<file path="config.mk">
export PLATFORM = sky130hd
export DESIGN_NAME = glyph_pixel_alpha_blend_flat
export DESIGN_NICKNAME = d
export VERILOG_FILES = /design/src/design/gpab_pkg.sv /design/src/design/gpab_if.sv /design/src/design/gpab_front.sv /design/src/design/gpab_queue.sv /design/src/design/gpab_back.sv /design/src/design/glyph_pixel_alpha_blend.sv /design/src/flat_wrapper.sv
export SDC_FILE = /design/constraint.sdc
export NUM_CORES = 2
export LEC_CHECK = 0
export ABC_AREA = 1
export ABC_CLOCK_PERIOD_IN_PS = 7300
export BUFFER_PORTS_ARGS = -buffer_cell sky130_fd_sc_hd__buf_2
export CORE_AREA = 3 3 289 262
export DETAILED_ROUTE_END_ITERATION = 8
export DIE_AREA = 0 0 292 265
export PLACE_DENSITY_LB_ADDON = 0.15
export SLEW_MARGIN = 30
export SYNTH_ARGS = -nofsm -noshare
export SYNTH_HDL_FRONTEND = slang
export SYNTH_SLANG_ARGS = --single-unit
</file>
<file path="constraint.sdc">
create_clock -name clk -period 7.3 [get_ports clk]
set_input_delay 0.365 -clock clk [delete_from_list [all_inputs] [get_ports clk]]
set_output_delay 0.365 -clock clk [all_outputs]
set_load 0.02 [all_outputs]
</file>
<file path="src/design/gpab_pkg.sv">
// Shared types and constants for the glyph pixel alpha blend block.
`default_nettype none
package gpab_pkg;

  localparam int COORD_W    = 12;
  localparam int PIXEL_W    = 32;
  localparam int CFG_DATA_W = 64;
  localparam int CFG_IDX_W  = 3;
  localparam int DIM_W      = 13;
  localparam int GLYPH_COLS = 8;
  localparam int GLYPH_ROWS = 8;
  localparam int QUEUE_DEPTH_DEF = 4;

  // Largest usable screen dimension; larger register values clamp to it
  localparam logic [DIM_W-1:0] SCREEN_DIM_MAX = 13'd4096;

  // Configuration register indexes
  typedef enum logic [CFG_IDX_W-1:0] {
    REG_GLYPH_BITS    = 3'd0,
    REG_GLYPH_WIDTH   = 3'd1,
    REG_TEXT_SCALE    = 3'd2,
    REG_TEXT_COLOR    = 3'd3,
    REG_ORIGIN_X      = 3'd4,
    REG_ORIGIN_Y      = 3'd5,
    REG_SCREEN_WIDTH  = 3'd6,
    REG_SCREEN_HEIGHT = 3'd7
  } cfg_reg_t;

  typedef struct packed {
    logic [63:0]             glyph_bits;
    logic [3:0]              glyph_width;
    logic [3:0]              text_scale;
    logic [PIXEL_W-1:0]      text_color;
    logic signed [DIM_W-1:0] origin_x;
    logic signed [DIM_W-1:0] origin_y;
    logic [DIM_W-1:0]        screen_width;
    logic [DIM_W-1:0]        screen_height;
  } cfg_t;

  // One classified pixel waiting for the blend unit
  typedef struct packed {
    logic               hit;
    logic [PIXEL_W-1:0] bg;
  } q_entry_t;

endpackage
`default_nettype wire

</file>
<file path="src/design/gpab_if.sv">
// Stream interfaces for pixels in and blended pixels out.
`default_nettype none
interface gpab_pix_if;
  logic                         valid;
  logic                         ready;
  logic [gpab_pkg::COORD_W-1:0] pixel_x;
  logic [gpab_pkg::COORD_W-1:0] pixel_y;
  logic [gpab_pkg::PIXEL_W-1:0] background_pixel;
  modport source(output valid, pixel_x, pixel_y, background_pixel, input ready);
  modport sink(input valid, pixel_x, pixel_y, background_pixel, output ready);
endinterface

interface gpab_res_if;
  logic                         valid;
  logic                         ready;
  logic [gpab_pkg::PIXEL_W-1:0] pixel_out;
  logic                         pixel_changed;
  modport source(output valid, pixel_out, pixel_changed, input ready);
  modport sink(input valid, pixel_out, pixel_changed, output ready);
endinterface
`default_nettype wire

</file>
<file path="src/design/gpab_front.sv">
// Front end: box and screen test, glyph cell lookup, push to queue.
`default_nettype none
module gpab_front (
  input  wire logic            clk,
  input  wire logic            rst,
  input  wire gpab_pkg::cfg_t  cfg,
  gpab_pix_if.sink             pix_in,
  input  wire logic            q_full,
  output logic                 q_push,
  output gpab_pkg::q_entry_t   q_data
);
  import gpab_pkg::*;

  logic                 en;
  logic [3:0]           w_sat;
  logic [3:0]           s_sat;
  logic [DIM_W-1:0]     sw_sat;
  logic [DIM_W-1:0]     sh_sat;
  logic [7:0]           box_w;
  logic [6:0]           box_h;
  logic signed [DIM_W:0] dx;
  logic signed [DIM_W:0] dy;
  logic                 in_box;

  logic                 s1_valid;
  logic                 s1_inside;
  logic [6:0]           s1_dx;
  logic [6:0]           s1_dy;
  logic [PIXEL_W-1:0]   s1_bg;
  logic                 s2_valid;
  q_entry_t             s2_entry;

  logic [2:0]           col;
  logic [2:0]           row;
  logic [5:0]           idx;

  // Whole front advances unless the queue refuses the finished item
  assign en = !(s2_valid && q_full);
  assign pix_in.ready = en;

  // Clamp configuration to its usable range
  assign w_sat  = (cfg.glyph_width > 4'd8) ? 4'd8 : cfg.glyph_width;
  assign s_sat  = (cfg.text_scale == 4'd0) ? 4'd1 : cfg.text_scale;
  assign sw_sat = (cfg.screen_width > SCREEN_DIM_MAX) ? SCREEN_DIM_MAX : cfg.screen_width;
  assign sh_sat = (cfg.screen_height > SCREEN_DIM_MAX) ? SCREEN_DIM_MAX : cfg.screen_height;
  assign box_w  = w_sat * s_sat;
  assign box_h  = {s_sat, 3'b000};

  // Offset from glyph origin and inside test
  assign dx = $signed({2'b00, pix_in.pixel_x}) - $signed({cfg.origin_x[DIM_W-1], cfg.origin_x});
  assign dy = $signed({2'b00, pix_in.pixel_y}) - $signed({cfg.origin_y[DIM_W-1], cfg.origin_y});
  assign in_box = ({1'b0, pix_in.pixel_x} < sw_sat) && ({1'b0, pix_in.pixel_y} < sh_sat)
                  && !dx[DIM_W] && !dy[DIM_W]
                  && (dx[DIM_W-1:0] < {5'd0, box_w})
                  && (dy[DIM_W-1:0] < {6'd0, box_h});

  // Cell index: count the scale multiples at or below each offset
  always_comb begin
    col = 3'd0;
    row = 3'd0;
    for (int k = 1; k < GLYPH_COLS; k++) begin
      if (s1_dx >= 7'(k * s_sat)) col = col + 3'd1;
      if (s1_dy >= 7'(k * s_sat)) row = row + 3'd1;
    end
    idx = {row, col};
  end

  // Advance the two front stages
  always_ff @(posedge clk) begin
    if (rst) begin
      s1_valid <= 1'b0;
      s2_valid <= 1'b0;
    end else if (en) begin
      s1_valid <= pix_in.valid;
      s2_valid <= s1_valid;
    end
    if (en) begin
      s1_inside    <= in_box;
      s1_dx        <= dx[6:0];
      s1_dy        <= dy[6:0];
      s1_bg        <= pix_in.background_pixel;
      s2_entry.hit <= s1_inside && cfg.glyph_bits[idx];
      s2_entry.bg  <= s1_bg;
    end
  end

  assign q_push = s2_valid && !q_full;
  assign q_data = s2_entry;

endmodule
`default_nettype wire

</file>
<file path="src/design/gpab_queue.sv">
// Short queue between the classifier and the blend unit.
`default_nettype none
module gpab_queue #(
  parameter int DEPTH = gpab_pkg::QUEUE_DEPTH_DEF
) (
  input  wire logic               clk,
  input  wire logic               rst,
  input  wire logic               push,
  input  wire gpab_pkg::q_entry_t wr_data,
  input  wire logic               pop,
  output gpab_pkg::q_entry_t      rd_data,
  output logic                    full,
  output logic                    empty
);
  import gpab_pkg::*;

  localparam int PTR_W = (DEPTH > 1) ? $clog2(DEPTH) : 1;
  localparam int CNT_W = $clog2(DEPTH + 1);

  q_entry_t         mem [DEPTH];
  logic [PTR_W-1:0] wr_ptr;
  logic [PTR_W-1:0] rd_ptr;
  logic [CNT_W-1:0] count;

  assign full    = (count == CNT_W'(DEPTH));
  assign empty   = (count == '0);
  assign rd_data = mem[rd_ptr];

  // Store on push
  always_ff @(posedge clk) begin
    if (push) mem[wr_ptr] <= wr_data;
  end

  // Move pointers and occupancy
  always_ff @(posedge clk) begin
    if (rst) begin
      wr_ptr <= '0;
      rd_ptr <= '0;
      count  <= '0;
    end else begin
      if (push) wr_ptr <= (wr_ptr == PTR_W'(DEPTH - 1)) ? '0 : wr_ptr + 1'b1;
      if (pop)  rd_ptr <= (rd_ptr == PTR_W'(DEPTH - 1)) ? '0 : rd_ptr + 1'b1;
      if (push && !pop) count <= count + 1'b1;
      else if (pop && !push) count <= count - 1'b1;
    end
  end

endmodule
`default_nettype wire

</file>
<file path="src/design/gpab_back.sv">
// Back end: per-channel alpha blend and output register.
`default_nettype none
module gpab_back (
  input  wire logic               clk,
  input  wire logic               rst,
  input  wire logic [gpab_pkg::PIXEL_W-1:0] text_color,
  input  wire gpab_pkg::q_entry_t q_data,
  input  wire logic               q_empty,
  output logic                    q_pop,
  gpab_res_if.source              pix_out
);
  import gpab_pkg::*;

  logic               en;
  logic [7:0]         alpha;
  logic [7:0]         alpha_inv;
  logic               m_valid;
  logic               m_hit;
  logic [PIXEL_W-1:0] m_bg;
  logic [15:0]        m_sum [3];
  logic [7:0]         chan  [3];
  logic               o_valid;
  logic [PIXEL_W-1:0] o_pixel;
  logic               o_changed;

  assign en        = !o_valid || pix_out.ready;
  assign q_pop     = en && !q_empty;
  assign alpha     = text_color[31:24];
  assign alpha_inv = 8'd255 - alpha;

  // Divide each weighted sum by 255 exactly for sums up to 255*255, the largest a blend gives
  always_comb begin
    logic [15:0] t;
    for (int c = 0; c < 3; c++) begin
      t = m_sum[c] + 16'd1 + {8'd0, m_sum[c][15:8]};
      chan[c] = t[15:8];
    end
  end

  // Multiply stage, then output register
  always_ff @(posedge clk) begin
    if (rst) begin
      m_valid <= 1'b0;
      o_valid <= 1'b0;
    end else if (en) begin
      m_valid <= !q_empty;
      o_valid <= m_valid;
    end
    if (en) begin
      m_hit <= q_data.hit;
      m_bg  <= q_data.bg;
      for (int c = 0; c < 3; c++) begin
        m_sum[c] <= text_color[8*c +: 8] * alpha + alpha_inv * q_data.bg[8*c +: 8];
      end
      o_changed <= m_hit;
      o_pixel   <= m_hit ? {m_bg[31:24], chan[2], chan[1], chan[0]} : m_bg;
    end
  end

  assign pix_out.valid         = o_valid;
  assign pix_out.pixel_out     = o_pixel;
  assign pix_out.pixel_changed = o_changed;

endmodule
`default_nettype wire

</file>
<file path="src/design/glyph_pixel_alpha_blend.sv">
// Text overlay stage: blends one configured 8x8 glyph over a pixel stream.
//
// pix_in carries one screen pixel per transfer (pixel_x, pixel_y,
// background_pixel); pix_out returns one result per pixel, in order, with
// pixel_out and pixel_changed. Both use valid/ready; a transfer happens on
// a rising clk edge with both high.
// Configuration: cfg_we with cfg_index and cfg_data writes one register;
// write only while no pixel is in flight.
// Throughput: one pixel per cycle sustained while pix_out is ready. From input
// transfer to output valid a pixel passes two classify stages, queue write,
// multiply and the output register.
// Reset (rst, synchronous) empties the pipeline and queue and loads the
// register defaults: blank glyph, width 8, scale 1, opaque white, origin 0,
// 640x480 screen.
// When pix_out stalls, the blend unit holds and the queue between classifier
// and blend unit fills; pix_in.ready drops only once the queue is full.
`default_nettype none
module glyph_pixel_alpha_blend #(
  parameter int QUEUE_DEPTH = gpab_pkg::QUEUE_DEPTH_DEF
) (
  input  wire logic                            clk,
  input  wire logic                            rst,
  input  wire logic                            cfg_we,
  input  wire logic [gpab_pkg::CFG_IDX_W-1:0]  cfg_index,
  input  wire logic [gpab_pkg::CFG_DATA_W-1:0] cfg_data,
  gpab_pix_if.sink                             pix_in,
  gpab_res_if.source                           pix_out
);
  import gpab_pkg::*;

  cfg_t     cfg;
  q_entry_t q_wr;
  q_entry_t q_rd;
  logic     q_push;
  logic     q_pop;
  logic     q_full;
  logic     q_empty;

  // Hold configuration registers
  always_ff @(posedge clk) begin
    if (rst) begin
      cfg.glyph_bits    <= '0;
      cfg.glyph_width   <= 4'd8;
      cfg.text_scale    <= 4'd1;
      cfg.text_color    <= 32'hFFFF_FFFF;
      cfg.origin_x      <= '0;
      cfg.origin_y      <= '0;
      cfg.screen_width  <= 13'd640;
      cfg.screen_height <= 13'd480;
    end else if (cfg_we) begin
      case (cfg_reg_t'(cfg_index))
        REG_GLYPH_BITS:    cfg.glyph_bits    <= cfg_data;
        REG_GLYPH_WIDTH:   cfg.glyph_width   <= cfg_data[3:0];
        REG_TEXT_SCALE:    cfg.text_scale    <= cfg_data[3:0];
        REG_TEXT_COLOR:    cfg.text_color    <= cfg_data[PIXEL_W-1:0];
        REG_ORIGIN_X:      cfg.origin_x      <= cfg_data[DIM_W-1:0];
        REG_ORIGIN_Y:      cfg.origin_y      <= cfg_data[DIM_W-1:0];
        REG_SCREEN_WIDTH:  cfg.screen_width  <= cfg_data[DIM_W-1:0];
        REG_SCREEN_HEIGHT: cfg.screen_height <= cfg_data[DIM_W-1:0];
        default: ;
      endcase
    end
  end

  gpab_front u_front (
    .clk    (clk),
    .rst    (rst),
    .cfg    (cfg),
    .pix_in (pix_in),
    .q_full (q_full),
    .q_push (q_push),
    .q_data (q_wr)
  );

  gpab_queue #(.DEPTH(QUEUE_DEPTH)) u_queue (
    .clk     (clk),
    .rst     (rst),
    .push    (q_push),
    .wr_data (q_wr),
    .pop     (q_pop),
    .rd_data (q_rd),
    .full    (q_full),
    .empty   (q_empty)
  );

  gpab_back u_back (
    .clk        (clk),
    .rst        (rst),
    .text_color (cfg.text_color),
    .q_data     (q_rd),
    .q_empty    (q_empty),
    .q_pop      (q_pop),
    .pix_out    (pix_out)
  );

  // Queue never overflows or underflows
  a_no_overflow: assert property (@(posedge clk) disable iff (rst)
    !(q_push && q_full)) else $error("queue push while full");
  a_no_underflow: assert property (@(posedge clk) disable iff (rst)
    !(q_pop && q_empty)) else $error("queue pop while empty");
  // Reset leaves no result pending
  a_reset_clear: assert property (@(posedge clk)
    rst |=> !pix_out.valid) else $error("output valid after reset");
  // Input is refused only when the queue is full
  a_ready_full: assert property (@(posedge clk) disable iff (rst)
    !pix_in.ready |-> q_full) else $error("input stalled with queue space");

endmodule
`default_nettype wire

</file>
<file path="src/flat_wrapper.sv">
// flat-port wrapper written by rule: the top's interface ports become plain ports
module glyph_pixel_alpha_blend_flat import gpab_pkg::*;
#(
  parameter int QUEUE_DEPTH = gpab_pkg::QUEUE_DEPTH_DEF
)
  (clk, rst, cfg_we, cfg_index, cfg_data, pix_in_valid, pix_in_pixel_x, pix_in_pixel_y, pix_in_background_pixel, pix_in_ready, pix_out_valid, pix_out_pixel_out, pix_out_pixel_changed, pix_out_ready);
  gpab_pix_if pix_in_i ();
  gpab_res_if pix_out_i ();
  input  wire logic clk;
  input  wire logic rst;
  input  wire logic cfg_we;
  input  wire logic [gpab_pkg::CFG_IDX_W-1:0] cfg_index;
  input  wire logic [gpab_pkg::CFG_DATA_W-1:0] cfg_data;
  input wire logic [$bits(pix_in_i.valid)-1:0] pix_in_valid;
  input wire logic [$bits(pix_in_i.pixel_x)-1:0] pix_in_pixel_x;
  input wire logic [$bits(pix_in_i.pixel_y)-1:0] pix_in_pixel_y;
  input wire logic [$bits(pix_in_i.background_pixel)-1:0] pix_in_background_pixel;
  output wire logic [$bits(pix_in_i.ready)-1:0] pix_in_ready;
  output wire logic [$bits(pix_out_i.valid)-1:0] pix_out_valid;
  output wire logic [$bits(pix_out_i.pixel_out)-1:0] pix_out_pixel_out;
  output wire logic [$bits(pix_out_i.pixel_changed)-1:0] pix_out_pixel_changed;
  input wire logic [$bits(pix_out_i.ready)-1:0] pix_out_ready;
  assign pix_in_i.valid = pix_in_valid;
  assign pix_in_i.pixel_x = pix_in_pixel_x;
  assign pix_in_i.pixel_y = pix_in_pixel_y;
  assign pix_in_i.background_pixel = pix_in_background_pixel;
  assign pix_in_ready = pix_in_i.ready;
  assign pix_out_valid = pix_out_i.valid;
  assign pix_out_pixel_out = pix_out_i.pixel_out;
  assign pix_out_pixel_changed = pix_out_i.pixel_changed;
  assign pix_out_i.ready = pix_out_ready;
  glyph_pixel_alpha_blend #(.QUEUE_DEPTH(QUEUE_DEPTH)) u_core (.clk(clk), .rst(rst), .cfg_we(cfg_we), .cfg_index(cfg_index), .cfg_data(cfg_data), .pix_in(pix_in_i), .pix_out(pix_out_i));
endmodule
</file>
Word level (Yosys, flattened, before mapping)
Memory sizes are Yosys's and may differ from the RTL's. A register that Yosys moved wholly into a read port is not among the register bits.
Cells that the tools add are included.
- logic and storage cells: 161
- memories kept: 2
- input port bits: 128
- bits in writable memories: 180
- output and inout bits: 35
- flip-flop bits (word level): 313
- mux-type cells: 31
- reduce and logical (&&, ||, !) cells: 32
- order comparisons: 22
- equality and inequality tests: 10
- $mul: 11
- $add $sub $neg: 28
- memories (name ; depth ; width ; read ports ; clocked after memory_dff ; wr ports ; line ; RTL):
    u_core.u_queue.mem ; 4 ; 33 ; 1 ; 1 ; 1 ; gpab_queue.sv:20 ; q_entry_t mem [DEPTH];
    u_core.u_back.m_sum ; 3 ; 16 ; 3 ; 0 ; 3 ; gpab_back.sv:20 ; logic [15:0] m_sum [3];
- operators with widths (kind ; count):
    8-bit by 8-bit multiplier with 16-bit output ; 6
    16-bit by 1-bit adder with 16-bit output (second input constant) ; 3
    16-bit adder ; 3
    16-bit by 8-bit adder with 16-bit output ; 3
    7-bit >= comparator ; 6
    3-bit 2-to-1 mux ; 14
    3-bit by 1-bit adder with 3-bit output (second input constant) ; 13
    7-bit by 6-bit >= comparator with 1-bit output ; 4
    13-bit by 13-bit subtractor with 14-bit output ; 2
    13-bit greater-than comparator (second input constant) ; 2
    12-bit by 13-bit < comparator with 1-bit output ; 2
    13-bit 2-to-1 mux ; 2
    24-bit 2-to-1 mux ; 1
    2-bit AND reduction ; 8
    3-bit equality test (second input constant) ; 5
    7-bit by 4-bit >= comparator with 1-bit output ; 2
    7-bit by 5-bit >= comparator with 1-bit output ; 2
    3-bit by 4-bit multiplier with 7-bit output (first input constant) ; 2
    13-bit by 7-bit < comparator with 1-bit output ; 1
    13-bit by 8-bit < comparator with 1-bit output ; 1
    2-bit by 4-bit multiplier with 6-bit output (first input constant) ; 2
    1-bit logical AND ; 11
    1-bit zero test ; 8
    4-bit by 4-bit multiplier with 8-bit output ; 1
    other kinds (16) ; 30

Longest topological paths before layout
- word-level depth: 19
- depth in mapped cells: 41
- depth with buffers taken out: 40

Cells and area by module
Synthesis repeated with hierarchy kept, for this count alone.
- cells, all modules: 4605
- area, all modules: 38848.5 µm²
- by module, submodules not included (module ; cells each ; times used ; area each (µm²) ; sequential area each (µm²)):
    gpab_back ; 2333 ; 1 ; 18878.1 ; 3463.3
    gpab_front ; 1005 ; 1 ; 8398.1 ; 2442.3
    glyph_pixel_alpha_blend ; 889 ; 1 ; 6208.5 ; 3123.0
    gpab_queue ; 378 ; 1 ; 5363.9 ; 4144.0

Least setup slack after synthesis
No wires, ideal clock.
- kind: reg2reg
- start: register with a tool-made name
- end: memory u_core.u_back.m_sum[1][15], in the netlist u_core.u_back.m_sum[0][31] (data pin)
- period minus slack after synthesis: 6.336 ns
- path buffers: 2
- required time: 7.038 ns
- stages on the path, launching flop included: 32
- data arrival time: 6.074 ns
- library setup time: 0.262 ns
- setup slack: 0.964 ns
- cell sequence: dfxtp_1 > inv_1 > clkbuf_1 > clkbuf_1 > nand2_1 > nand3_1 > nand2_1 > inv_1 > nand2_1 > fa_1 > inv_1 > ha_1 > inv_1 > fa_1 > inv_1 > fa_1 > fa_1 > inv_1 > fa_1 > inv_1 > ha_1 > nand2_1 > o21ai_0 > a21oi_1 > o21bai_1 > a21o_1 > a21oi_1 > o21ai_0 > nand2_1 > nand2_1 > a21oi_1 > xor2_1
- RTL lines (element ; line):
    end: declaration ; gpab_back.sv:20

==> results.yml <==
logic_synthesis:
  yosys.area.top_type: "edfxtp_1"
  synthArstFlopShare_pct: 0
  seq_area_frac_synth_pct: 36.2
  ys_warn_count: 0
  post-synth-top-area-fraction_pct: 26.9
  syn_area_sq_um: 36300
  ys_top_cells_by_area: "edfxtp_1 27%, fa_1 16%, ha_1 13%"
  synth-edff-count: 326
  ys_types: 53
  avgSynthCellArea_sq_um: 9.06
  synthFlopType: "edfxtp_1"
  synth-seq-cells: 495
  synthCells: 4013
drt:
  drt-initial-drc-count: 1574
  drc: 0
  totalWireLength_um: 89800
  avgRoutedWirePerCell_um: 17.2
  ant_nets: 0
  via_per_inst: 5.12
  via_count: 26700
  dr.pass1.iters: 5
sta:
  post-route-period-util_pct: 91.9
  slew_headroom_pct: 39.0
  grt_setup_unrepaired: "no"
  worst_pin_slew_ps: 915
  max_freq_ghz: 0.149
  final-max-slew-violation-count: 0
  finalHoldViolCount: 0
  fin_setup_tns_ps: 0
  fin_skew_ps: 42.8
  setup_viol_count_final: 0
  period_needed_ps: 6710
clocking:
  cts_max_path_buffers: 3
  h-tree-depth: 2
  clock_sinks: 495
  post-cts-setup-buffers: 0
  numCtsBuffers: 55
  cts_root_buffer: "clkbuf_16"
  insertion_delay_ps: 640
  cts_resized: 0
  cts_tree: "built"
  clk_pin_slew_ps: 60
  cts_hold_buffers: 79
placed_design:
  gp_congestion: 0.890
  hpwl_um: 66500
  io_buffers: 162
final_layout:
  n_antenna_cell: 0
  final_cell_mix: "725 x inv_1, 670 x nand2_1, 433 x nor2_1"
  final_util_pct: 56.1
  mostFrequentLayoutCell: "inv_1"
  nets: 5010
  layout-drive-gt1-share_pct: 8.38
  area_growth_pct: 12.8
power_and_ir_drop:
  power_leakage_uw: 0.0200
  swShare_pct: 45.0
  pwr-share-seq_pct: 25.0
  power_switching_uw: 7940
  intPower_uw: 9710
  clkPwrFrac_pct: 16.6
  peakVddDrop_mv: 0.580
  p_comb_share_pct: 58.4
  p_per_area_nw_per_um2: 431
floorplan:
  dieArea_sq_um: 77400
  io_pins: 163
  die_w_um: 292
  initial_core_util_pct: 49.8
  fp.dieH_um: 265
  core_sq_um: 73000
  row_count: 94
worst_hold_path:
  hp-class: "in2reg"
  hold_start: "cfg_data[27]"
  holdPathStages: 3
  min_to: "u_core.cfg[119]"
worst_setup_path:
  reg2reg_to: "u_core.u_back.m_sum[0][31]"
  cp-start-kind: "flop"
  cp.required_ps: 7680
  ff2ff_setup_slack_ps: 590
  path_max_fanout: 28
  worst_r2r_path_depth: 26
  crit_type: "reg2reg"
  cp-end-kind: "flop"
  arrival_ps: 7100
job:
  cap_violations: 0
global_routing:
  overflow: 0
  grt_max_degree: 94
  grt_pass1_wl_um: 146000
  antenna_found_initial: 2
  track_usage_pct: 23.7
  grt_pass1_vias: 27100
run_status:
  outcome: "finished, final reports clean"
## Yosys cell counts (9+ instances only)
master and number:
nand2_1 670, a21oi_1 153, o211ai_1 14, edfxtp_1 326
nor2_1 439, buf_1 12, clkbuf_1 126, xnor2_1 29
o21ai_0 187, nand4_1 21, a31oi_1 9, o21bai_1 10
a21o_1 10, o22ai_1 10, nand3_1 265, xor2_1 57
nor3_1 10, dfxtp_1 169, ha_1 369, fa_1 299
nand3_2 9, inv_1 727
## cell type report
| class | instances | area (sq um) |
|---|---|---|
| multi-input combinational | 2635 | 19800 |
| fill | 6634 | 32100 |
| clock inverter | 36 | 462 |
| inverter | 733 | 2760 |
| timing repair buffer | 294 | 2080 |
| sequential | 495 | 13200 |
| clock buffer | 66 | 1460 |
| tap | 960 | 1200 |
## sequential cells by signal (all words and copies together) (netlist names), 2 cells and up, named ones only
| name | count |
|---|---|
| u_core.cfg | 156 |
| u_core.u_back.m_bg | 32 |
| u_core.u_back.m_sum | 48 |
| u_core.u_back.pix_out.pixel_out | 32 |
| u_core.u_front.q_data | 33 |
| u_core.u_front.s1_bg | 32 |
| u_core.u_front.s1_dx | 7 |
| u_core.u_front.s1_dy | 7 |
| u_core.u_queue.count | 3 |
| u_core.u_queue.mem | 132 |
| u_core.u_queue.rd_ptr | 2 |
| u_core.u_queue.wr_ptr | 2 |
## cells by family after synthesis
kind of cell | share of synthesized area [%]
compound gates | 6.46
xor+xnor | 2.07
buf+inv | 9.32
other cells | 0.0103
fa+ha+maj | 29.2
flops | 36.2
simple gates | 16.7
## worst max path at each step
stage,from,to,slack (ps),depth (start not counted)
global route,u_core.cfg[86],u_core.u_front.q_data[32],40,39
floorplan,flop,u_core.u_back.m_sum[0][31],960,31
detailed placement,flop,u_core.u_back.m_sum[0][31],640,26
finish,flop,u_core.u_back.m_sum[0][31],590,26
CTS,flop,u_core.u_back.m_sum[0][31],620,26
global placement,flop,u_core.u_back.m_sum[0][13],710,26
## layer usage
metal,track usage [%],part of all wire (%)
met4,7.59,3.2
met5,0,0
met1,33.0,46
met2,38.3,45
met3,3.80,5.8
## critical path: stages (launching register included)
cell and delay [ps]:
dfxtp_2 340, inv_2 400, buf_4 290, nand2_1 80, nand3_1 80, nand2_1 230
inv_1 180, nand2_1 90, fa_1 490, fa_1 550, inv_1 60, fa_1 500
fa_1 510, fa_1 540, inv_1 50, fa_1 530, inv_1 40, ha_1 330
a21oi_1 170, o21bai_1 100, a21o_1 170, a21oi_1 180, o21ai_0 160, nand2_1 90
nand2_1 50, a21oi_1 160, xor2_1 80
## power by group through the flow
| stage | registers, uW | logic [uW] | clock network [uW] |
|---|---|---|---|
| after global routing | 4460 | 11900 | 3110 |
| final | 4420 | 10300 | 2940 |
| after CTS | 4410 | 10300 | 3000 |
| after global placement | 4470 | 10100 | 0 |
| after floorplan | 4440 | 7570 | 0 |
| after detailed placement | 4470 | 10200 | 0 |
## stage by stage
| step | cells | area [sq um] | power [uW] | hold slack, ps | setup WS [ps] |
|---|---|---|---|---|---|
| detailed placement | 5038 | 38300 | 14700 | 405 | 642 |
| global route | 5219 | 41000 | 19500 | 26.3 | 44.3 |
| floorplan | 4015 | 36300 | 12000 | 400 | 964 |
| CTS | 5219 | 41000 | 17700 | 1.25 | 623 |
| global placement | 5035 | 38200 | 14600 | 401 | 707 |
| finish | 5219 | 41000 | 17700 | 26.0 | 589 |
No activity file was read; power rests on OpenSTA's default activity.
